`src/design/vna_pkg.sv`:
```
package vna_pkg;

  localparam int COORD_BITS = 16;
  localparam int QDEPTH     = 4;

  localparam logic [1:0] FUNC_WRITE  = 2'd0;
  localparam logic [1:0] FUNC_TRI    = 2'd1;
  localparam logic [1:0] FUNC_READ   = 2'd2;
  localparam logic [1:0] FUNC_UNUSED = 2'd3;

  typedef enum logic [1:0] {
    OP_WRITE,
    OP_TRI,
    OP_READ,
    OP_READ_BAD
  } op_t;

  typedef struct packed {
    logic [1:0]                   func;
    logic [9:0]                   vertex_index;
    logic signed [COORD_BITS-1:0] pos_x;
    logic signed [COORD_BITS-1:0] pos_y;
    logic signed [COORD_BITS-1:0] pos_z;
    logic [9:0]                   corner_a;
    logic [9:0]                   corner_b;
    logic [9:0]                   corner_c;
  } request_t;

  typedef struct packed {
    logic [9:0]   normal_vertex;
    logic signed [15:0] normal_x;
    logic signed [15:0] normal_y;
    logic signed [15:0] normal_z;
    logic         zero_length;
  } result_t;

  typedef struct packed {
    op_t                          op;
    logic [9:0]                   vertex_index;
    logic signed [COORD_BITS-1:0] pos_x;
    logic signed [COORD_BITS-1:0] pos_y;
    logic signed [COORD_BITS-1:0] pos_z;
    logic [9:0]                   corner_a;
    logic [9:0]                   corner_b;
    logic [9:0]                   corner_c;
  } cmd_t;

  typedef struct packed {
    logic take;
    logic clearing;
  } back_ctl_t;

endpackage

```
`src/design/vna_front.sv`:
```
module vna_front #(
  parameter int MAX_VERTICES = 1024
) (
  input  logic               clk,
  input  logic               rst,
  input  logic               push,
  output logic               full,
  input  vna_pkg::request_t  request,
  input  vna_pkg::back_ctl_t ctl,
  output logic               cmd_valid,
  output vna_pkg::cmd_t      cmd
);
  import vna_pkg::*;

  localparam int QAW = (QDEPTH > 1) ? $clog2(QDEPTH) : 1;

  cmd_t           q_mem [QDEPTH];
  logic [QAW-1:0] wptr;
  logic [QAW-1:0] rptr;
  logic [QAW:0]   count;

  logic  keep;
  logic  enq;
  logic  deq;
  cmd_t  cls;
  logic  ok_v, ok_a, ok_b, ok_c;

  assign ok_v = 32'(request.vertex_index) < MAX_VERTICES;
  assign ok_a = 32'(request.corner_a) < MAX_VERTICES;
  assign ok_b = 32'(request.corner_b) < MAX_VERTICES;
  assign ok_c = 32'(request.corner_c) < MAX_VERTICES;

  always_comb begin
    cls.vertex_index = request.vertex_index;
    cls.pos_x        = request.pos_x;
    cls.pos_y        = request.pos_y;
    cls.pos_z        = request.pos_z;
    cls.corner_a     = request.corner_a;
    cls.corner_b     = request.corner_b;
    cls.corner_c     = request.corner_c;
    cls.op           = OP_WRITE;
    keep             = 1'b0;
    case (request.func)
      FUNC_WRITE: begin
        cls.op = OP_WRITE;
        keep   = ok_v;
      end
      FUNC_TRI: begin
        cls.op = OP_TRI;
        keep   = ok_a && ok_b && ok_c;
      end
      FUNC_READ: begin
        cls.op = ok_v ? OP_READ : OP_READ_BAD;
        keep   = 1'b1;
      end
      default: begin
        keep = 1'b0;
      end
    endcase
  end

  assign full      = (count == (QAW+1)'(QDEPTH)) || ctl.clearing;
  assign enq       = push && !full && keep;
  assign deq       = ctl.take;
  assign cmd_valid = count != '0;
  assign cmd       = q_mem[rptr];

  always_ff @(posedge clk) begin
    if (enq) begin
      q_mem[wptr] <= cls;
    end
  end

  always_ff @(posedge clk) begin
    if (rst) begin
      wptr  <= '0;
      rptr  <= '0;
      count <= '0;
    end else begin
      if (enq) begin
        wptr <= (wptr == QAW'(QDEPTH-1)) ? '0 : wptr + 1'b1;
      end
      if (deq) begin
        rptr <= (rptr == QAW'(QDEPTH-1)) ? '0 : rptr + 1'b1;
      end
      count <= count + (QAW+1)'(enq) - (QAW+1)'(deq);
    end
  end

endmodule

```
`config.mk`:
```
export PLATFORM = sky130hd
export DESIGN_NAME = vna_front
export DESIGN_NICKNAME = d
export VERILOG_FILES = /design/src/design/vna_pkg.sv /design/src/design/vna_front.sv
export SDC_FILE = /design/constraint.sdc
export NUM_CORES = 1
export LEC_CHECK = 0
export BUFFER_PORTS_ARGS = -buffer_cell sky130_fd_sc_hd__buf_2
export CAP_MARGIN = 20
export CORE_UTILIZATION = 50
export CTS_BUF_LIST = sky130_fd_sc_hd__clkbuf_2 sky130_fd_sc_hd__clkbuf_4 sky130_fd_sc_hd__clkbuf_8
export DETAILED_ROUTE_END_ITERATION = 8
export PLACE_DENSITY = 0.74
export SLEW_MARGIN = 20
export SYNTH_ARGS = -nofsm -noshare
export SYNTH_HDL_FRONTEND = slang
export SYNTH_SLANG_ARGS = --single-unit
```
`constraint.sdc`:
```
create_clock -name clk -period 3.8 [get_ports clk]
set_clock_uncertainty 0.15 [all_clocks]
set_input_delay 0.76 -clock clk [delete_from_list [all_inputs] [get_ports clk]]
set_output_delay 0.76 -clock clk [all_outputs]
set_load 0.01 [all_outputs]
```
Word-level counts from Yosys, hierarchy flattened
Memory sizes are Yosys's and may differ from the RTL's. A register that Yosys moved wholly into a read port is not among the register bits.
Index checks and enable logic that the tools add are counted.
- add/sub/neg operators: 4
- eq/ne operators: 5
- mux-type cells: 8
- reduce and logical (&&, ||, !) cells: 7
- operators by type and width (kind ; number):
    $mux W2 ; 4
    $eq A2 B2 Y1 const B ; 3
    $add A2 B1 Y2 const B ; 2
    $pmux W2 S2 ; 1
    $add A3 B1 Y3 ; 1
    $eq A3 B3 Y1 const B ; 1
    $mux W1 ; 3
    $reduce_bool A3 Y1 ; 1
    $reduce_or A3 Y1 ; 1
    $sub A3 B1 Y3 ; 1
    $eq A2 B1 Y1 const B ; 1
    $logic_and A1 B1 Y1 ; 2
    $logic_not A2 Y1 ; 1
    $logic_not A1 Y1 ; 1
    $logic_or A1 B1 Y1 ; 1
- register bits after elaboration: 7
- memory bits (writable): 360
- bits of input ports: 95
- output and inout port bits: 92
- logic and storage cells: 28
- memories kept: 1
- memories (name ; depth ; width ; read ports ; clocked after Yosys merged registers in ; wr ports ; RTL line ; text):
    q_mem ; 4 ; 90 ; 1 ; 1 ; 1 ; vna_front.sv:17 ; cmd_t q_mem [QDEPTH];

Logic depth before layout (Yosys ltp)
Gate-level depths: netlist of the first run.
- word-level depth: 7
- depth in mapped cells: 9
- depth with buffers taken out: 9

Worst setup path before layout of the first run
Ideal clock, no wire load.
- kind: input to register
- start point: input port push
- end point: memory q_mem[2][0] in the netlist's numbering (enable)
- library setup time: 0.459 ns
- arrival: 3.436 ns
- required time: 3.191 ns
- slack: -0.245 ns
- stages on the path: 3
- buffers on the path: 0
- cells stage by stage: a21bo_2 nor3_1 and2_1
- word-level cells in the longest chain between the ends: 4
- ends and longest elaborated chain (item ; RTL line ; text):
    start: declaration ; vna_front.sv:6 ; input logic push,
    $logic_and A1 B1 Y1 (2 in a row) ; vna_front.sv:63 ; assign enq = push && !full && keep;
    $mux W1 ; vna_front.sv:69 ; if (enq) begin
    $mux W1 (not written as such) ; vna_front.sv:70 ; q_mem[wptr] <= cls;
    end: declaration ; vna_front.sv:17 ;
No other way between the ends.

==> results of run 1 <==
routing by layer:
layer | vias to the layer above | track usage [%] | wire length, microns
met5 | - | 0 | 20
met4 | 4 | 6.24 | 352
met3 | 32 | 4.82 | 1560
met2 | 203 | 31.5 | 12900
met1 | 3229 | 22.7 | 10000
li1 | 2743 | - | -
final timing paths:
path	slack [ps]	end	cells after the start	start
setup / recovery	700	cmd[72]	3	flop
hold / removal	260	q_mem[1][67]	1	request[67]
setup reg to reg	1270	count[2]	9	count[1]
hold reg to reg	410	flop	2	rptr[0]
placed cells by master, fill, tap and decap left out:
cell,n
a21bo_2,1
a21boi_0,1
a21oi_1,2
and2_4,4
buf_12,7
buf_2,186
buf_4,7
bufinv_16,3
clkbuf_4,19
clkbuf_8,59
clkinv_1,15
clkinv_2,4
clkinvlp_4,1
dfxtp_1,7
dfxtp_4,2
diode_2,4
edfxtp_1,360
fa_1,1
ha_1,7
inv_1,8
mux2i_1,1
mux4_2,90
nand2_1,1
nand4_1,2
nor2_1,3
nor2b_1,4
nor3_1,2
nor3b_1,2
o31ai_1,2
or3_1,1
or3b_2,1
xnor2_1,2
where the power goes:
part           leakage [nW]  internal [mW]  total [mW]  switching, mW
registers              3.33           4.60        4.65         0.0484
logic                  1.48          0.339       0.719          0.380
clock network         0.593           1.82        3.20           1.39
total                  5.41           6.76        8.57           1.82
kinds of logic (layout without fill, tap and decap cells):
kind of cell,Yosys count,in the layout,synth area share [%]
compound gates,6,6,0.313
xor+xnor,2,2,0.129
mux,91,91,15.0
buf+inv,28,309,1.99
flops,369,369,80.9
fa+ha+maj,8,8,0.792
simple gates,20,20,0.866
other cells,0,4,0
final cells by class:
type / count / area [sq um] / share of cell area [%]
inverters: 8 / 30.0 / 0.187
flip-flops and latches: 369 / 11000 / 68.6
multi-input cells: 127 / 2330 / 14.5
well taps: 335 / 419 / 2.61
clock buffers: 78 / 955 / 5.95
diodes: 4 / 10.0 / 0.0624
repair buffers: 200 / 1120 / 7.00
clock inverters: 23 / 174 / 1.08
sequential cells by signal (all words and copies together), names as in the netlist, named ones only:
signal	count
count	3
rptr	2
q_mem	360
wptr	2
cells in the mapped netlist:
| cell type | instances |
|---|---|
| a21bo_2 | 1 |
| a21boi_0 | 1 |
| a21oi_1 | 2 |
| and2_1 | 4 |
| buf_1 | 1 |
| buf_12 | 9 |
| buf_2 | 9 |
| buf_6 | 1 |
| dfxtp_1 | 9 |
| edfxtp_1 | 360 |
| fa_1 | 1 |
| ha_1 | 7 |
| inv_1 | 8 |
| mux2i_1 | 1 |
| mux4_2 | 90 |
| nand2_1 | 1 |
| nand4_1 | 2 |
| nor2_1 | 3 |
| nor2b_1 | 4 |
| nor3_1 | 2 |
| nor3b_1 | 2 |
| o31ai_1 | 2 |
| or3_1 | 1 |
| or3b_2 | 1 |
| xnor2_1 | 2 |
stage by stage:
step	util (%)	hold slack, ps	instances	worst slack [ps]
6_report	60.9	261	1144	701
4_1_cts	60.8	223	1140	655
3_5_place_dp	56.5	400	1039	710
3_3_place_gp	56.5	363	1039	776
5_1_grt	60.9	218	1143	591
2_1_floorplan	-	325	524	732
==> results by group, run 1 <==
Outcome
  • Status: complete, no violations

Setup path
  • Slowest cell on crit path: dfxtp_4
  • Crit path kind: flop to primary output
  • Worst Path Buf+Inv: 2
  • Crit end category: primary output
  • Critical-path maximum fanout: 31
  • Critical Path AT: 2190 ps
  • Crit path required time: 2890 ps
  • Crit path largest cell delay: 670 ps
  • Top delay family on crit path: flip-flops
  • CP Launch Type: flop
  • Critical path cell sequence: buf_4, mux4_2, buf_2

Pwr
  • Pwr dens: 534 nW/um^2
  • Power Total: 8.57 mW
  • Pleak: 5.41 nW
  • VDD IR max: 0.278 mV

Floorplanning
  • Row Count: 59
  • Top-level I/O count: 187
  • Core footprint: 26,400 sq um
  • Vert. Die Dim: 167 microns
  • DIE WIDTH: 167 microns
  • Initial Util: 51.5%
  • Die ar.: 27,800 sq um

Logic synthesis
  • #FFs+latches synth: 369
  • Mapped Area: 13,600 sq um
  • Most area-consuming cells after synthesis: edfxtp_1 (80%), mux4_2 (15%), buf_12 (1.3%)
  • Ys Warns: 0
  • Synth top area share: 79.6%
  • Syn nets: 627
  • Synthesized area per cell: 25.9 sq um
  • Post-synth top area cell: edfxtp_1
  • Seq/Total Area, Yosys: 80.9%
  • Unique masters post-synth: 25
  • Cells after Synth: 524

CTS
  • H-tree levels: 2
  • Clock Sinks: 369
  • Total setup buffers inserted after CTS: 0
  • Clock Latency Late Sink: 570 ps
  • CTS Buf Count: 57
  • Deepest clock path buffer count: 3
  • Hold buffers post-CTS: 0
  • Post-CTS sizing: 0
  • Clk root buf: clkbuf_8
  • Clock transition at the registers of the reported paths: 60 ps
  • CTS tree: done

GRT
  • First-pass GRT wire length: 38,500 microns
  • Overflow after GRT: 0
  • Largest net degree at the start of global routing: 91
  • Vias in the first global route: 6,956
  • Gr usage total: 18.4%
  • Initial antenna violation count: 6

Route
  • Iter 0 DRT Violations: 468
  • Pre-antenna DRT Iters: 4
  • DRC viols: 0
  • Drt via density: 5.43
  • Routed WL: 24,800 microns
  • Avg WL per Cell: 21.7 microns
  • Detailed-route via count: 6,211
  • Detail Route Antenna Nets: 0

STA
  • Final Hold Vio Count: 0
  • Crit path time final: 3100 ps
  • Final setup TNS: 0 ps
  • Relative slew slack: 57.5%
  • Fin crit share: 81.6%
  • Max frequency: 323 MHz
  • Final setup viols: 0
  • Slew Viols, Final: 0
  • RSZ-0062 raised after global routing: false
  • Worst-margin pin slew: 632 ps

Job
  • Max cap viols: 0

Placed design
  • Routability cong.: 0.734
  • PortBufs: 186
  • Placed Area: 14,900 sq um
  • Detail Placement HPWL: 15,200 microns

Cells and area
  • Fillers: 1,799
  • Area Growth Syn to Fin: 18.1%
  • Final net count: 866
  • Share of cells above drive strength 1: 47.7%
  • Final instance area: 16,000 sq um

Hold path
  • Hold Crit Class: input pin to flop
(Power assumes the default switching activity.)
==> inputs of run 2 (changes only) <==
--- a/config.mk
+++ b/config.mk
@@ -10,7 +10,7 @@
 export CORE_UTILIZATION = 50
 export CTS_BUF_LIST = sky130_fd_sc_hd__clkbuf_2 sky130_fd_sc_hd__clkbuf_4 sky130_fd_sc_hd__clkbuf_8
 export DETAILED_ROUTE_END_ITERATION = 8
-export PLACE_DENSITY = 0.74
+export PLACE_DENSITY = 0.71
 export SLEW_MARGIN = 20
 export SYNTH_ARGS = -nofsm -noshare
 export SYNTH_HDL_FRONTEND = slang
==> constraint.sdc (replaced) <==
create_clock -name clk -period 3 [get_ports clk]
set_clock_uncertainty 0.15 [all_clocks]
set_input_delay 0.6 -clock clk [delete_from_list [all_inputs] [get_ports clk]]
set_output_delay 0.6 -clock clk [all_outputs]
set_load 0.01 [all_outputs]
==> run 2 against run 1 <==
  * Flip-flop and latch count is the same
  * Global-route usage shrank 0.49 points
  * Core utilization hardly changed
  * Critical path type unchanged
  * First-iteration DRC count is 0.21% higher
  * Worst setup slack got worse by 550 ps
  * Clock-buffer cell count fell by 3
  * Critical endpoint is now cmd[68]
  * Clock power grew 21%
  * Sequential share of layout area barely moved
  * Largest power group unchanged
  * Critical path depth is the same
  * Final cell count down 0.26%
  * Non-clock buffer count unchanged
  * Combinational power grew 28%
==> results by group, run 2 (same netlist as run 1, synthesis figures left out) <==
Outcome
  • Status: complete, no violations

CTS
  • CTS Buf Count: 57 (unchanged)
  • Deepest clock path buffer count: 3 (unchanged)
  • Clock Latency Late Sink: 570 ps (about the same)
  • Clock Sinks: 369 (unchanged)
  • CTS tree: done
  • Clk root buf: clkbuf_8
  • Hold buffers post-CTS: 0 (unchanged)
  • Total setup buffers inserted after CTS: 0 (unchanged)
  • Clock transition at the registers of the reported paths: 60 ps (about the same)
  • H-tree levels: 2 (unchanged)
  • Post-CTS sizing: 1 (+1)

STA
  • Crit path time final: 2850 ps
  • Fin crit share: 95.1%
  • Setup ws final: 147 ps (-554 ps)
  • Max frequency: 350 MHz
  • Relative slew slack: 68.5% (+11 points)
  • Final setup viols: 0 (unchanged)
  • RSZ-0062 raised after global routing: false
  • Final Hold Vio Count: 0 (unchanged)
  • Slew Viols, Final: 0 (unchanged)
  • Final setup TNS: 0 ps (unchanged)
  • Worst-margin pin slew: 473 ps (-159 ps)

Cells and area
  • Commonest non-fill, non-tap cell in the layout: edfxtp_1
  • Final net count: 866 (unchanged)
  • Sequential cell area: 11,000 sq um (unchanged)
  • Fillers: 1,833 (+1.9%)
  • Regs by FF count: q_mem x360, count x3
  • Area Growth Syn to Fin: 18.1% (about the same)
  • Share of cells above drive strength 1: 47.8% (+0.059 points)
  • Most frequent cells in the layout: edfxtp_1 (360), buf_2 (186), mux4_2 (90), clkbuf_8 (57), clkbuf_4 (18)
  • Reg with most FFs: q_mem
  • Non-Filler Instances: 1,141 (-0.26%)
  • Multi-input logic area: 2330 sq um (unchanged)
  • Max reg flops: 360 (unchanged)

Setup path
  • R2R depth: 9 (unchanged)
  • Worst setup path endpoint: cmd[68]
  • Critical-path maximum fanout: 37 (+19%)
  • Crit path kind: flop to primary output
  • CP Launch Type: flop
  • Crit end category: primary output
  • R2R Setup Slk: 700 ps (-570 ps)
  • R2R Path Start: count[1]
  • Critical Path AT: 2100 ps (-90 ps)
  • Crit path required time: 2250 ps (-640 ps)
  • Reg2reg end: count[2]

Placed design
  • Dpl cells: 1,039 (unchanged)
  • Detail Placement HPWL: 14,500 microns (-4.6%)
  • PortBufs: 186 (unchanged)
  • Routability cong.: 0.734 (about the same)
  • Pre-CTS setup slack: 380 ps (-331 ps)

Floorplanning
  • Top-level I/O count: 187 (unchanged)
  • Row Count: 59 (unchanged)
  • Vert. Die Dim: 167 microns (unchanged)
  • DIE WIDTH: 167 microns (unchanged)
  • Initial Util: 51.5% (unchanged)
  • Core footprint: 26,400 sq um (unchanged)
  • Die ar.: 27,800 sq um (unchanged)

Route
  • Routed WL: 24,300 microns (-2.2%)
  • Avg WL per Cell: 21.3 microns (-2.0%)
  • Pre-antenna DRT Iters: 4 (unchanged)
  • Detailed-route via count: 6,274 (+1.0%)
  • Detail Route Antenna Nets: 0 (unchanged)
  • Drt via density: 5.50 (+1.3%)
  • Iter 0 DRT Violations: 469 (+0.21%)
  • DRC viols: 0 (unchanged)

GRT
  • Overflow after GRT: 0 (unchanged)
  • Largest net degree at the start of global routing: 54 (-41%)
  • Gr usage total: 17.9% (-0.49 points)
  • Vias in the first global route: 6,829 (-1.8%)
  • Initial antenna violation count: 2 (-4)
  • First-pass GRT wire length: 37,700 microns (-2.3%)

Pwr
  • Pwr dens: 666 nW/um^2 (+25%)
  • VDD IR max: 0.456 mV (+64%)
  • Pleak: 5.39 nW (-0.37%)

Job
  • Max cap viols: 0 (unchanged)

Hold path
  • Hold Crit Class: input pin to flop
## run 2: cell count changes in the layout (fill, tap and decap cells not counted)
cell / change
buf_4: -6
diode_2: -2
buf_6: +1
bufinv_16: -2
clkinv_2: +2
inv_8: +1
buf_12: +5
clkinvlp_4: +2
clkbuf_4: -1
clkbuf_8: -2
clkinv_1: -1
## run 2: critical path, cell delays in order (launching register included)
cell and delay (ps):
dfxtp_4 640, buf_12 300, mux4_2 370, buf_2 170
## run 2: where the power goes
group          internal (mW)  leakage [nW]  switching, mW
Sequential              5.83          3.33         0.0623
Combinational          0.442          1.49          0.479
Clock                   2.08         0.559           1.80
## run 2: per-stage QoR
step	util (%)	cell area, sq um	power [mW]	hold WS [ps]
CTS	60.8	16000	10.8	43.9
global placement	56.8	15000	6.89	342
global route	60.8	16000	11.1	49.2
finish	60.9	16000	10.7	91.1
floorplan	-	13600	6.54	325
detailed placement	56.8	15000	6.93	368
## run 2: layer usage
metal,global-route usage [%],up-vias,wire length (microns)
li1,-,2734,-
met1,24.2,3247,10300
met2,28.6,247,11800
met3,4.80,44,1690
met4,5.52,2,458
met5,0,-,11
## run 2: layout make-up
cell class / count / share of cell area [%]
multi-input cells: 127 / 14.5
diodes: 2 / 0.0312
repair buffers: 200 / 7.42
well taps: 335 / 2.61
clock buffers: 75 / 5.73
clock inverters: 25 / 0.913
flip-flops and latches: 369 / 68.6
inverters: 8 / 0.187
## run 2: how the worst min path moves through the flow
| stage | start | to | slack (ps) | cells past startpoint |
|---|---|---|---|---|
| after floorplan | wptr[1] | wptr[1] | 330 | 2 |
| after global placement | wptr[1] | wptr[1] | 340 | 2 |
| after detailed placement | rptr[1] | flop | 370 | 2 |
| after CTS | request[4] | q_mem[2][4] | 40 | 1 |
| after global routing | request[45] | q_mem[2][45] | 50 | 1 |
| final | request[10] | q_mem[2][10] | 90 | 1 |
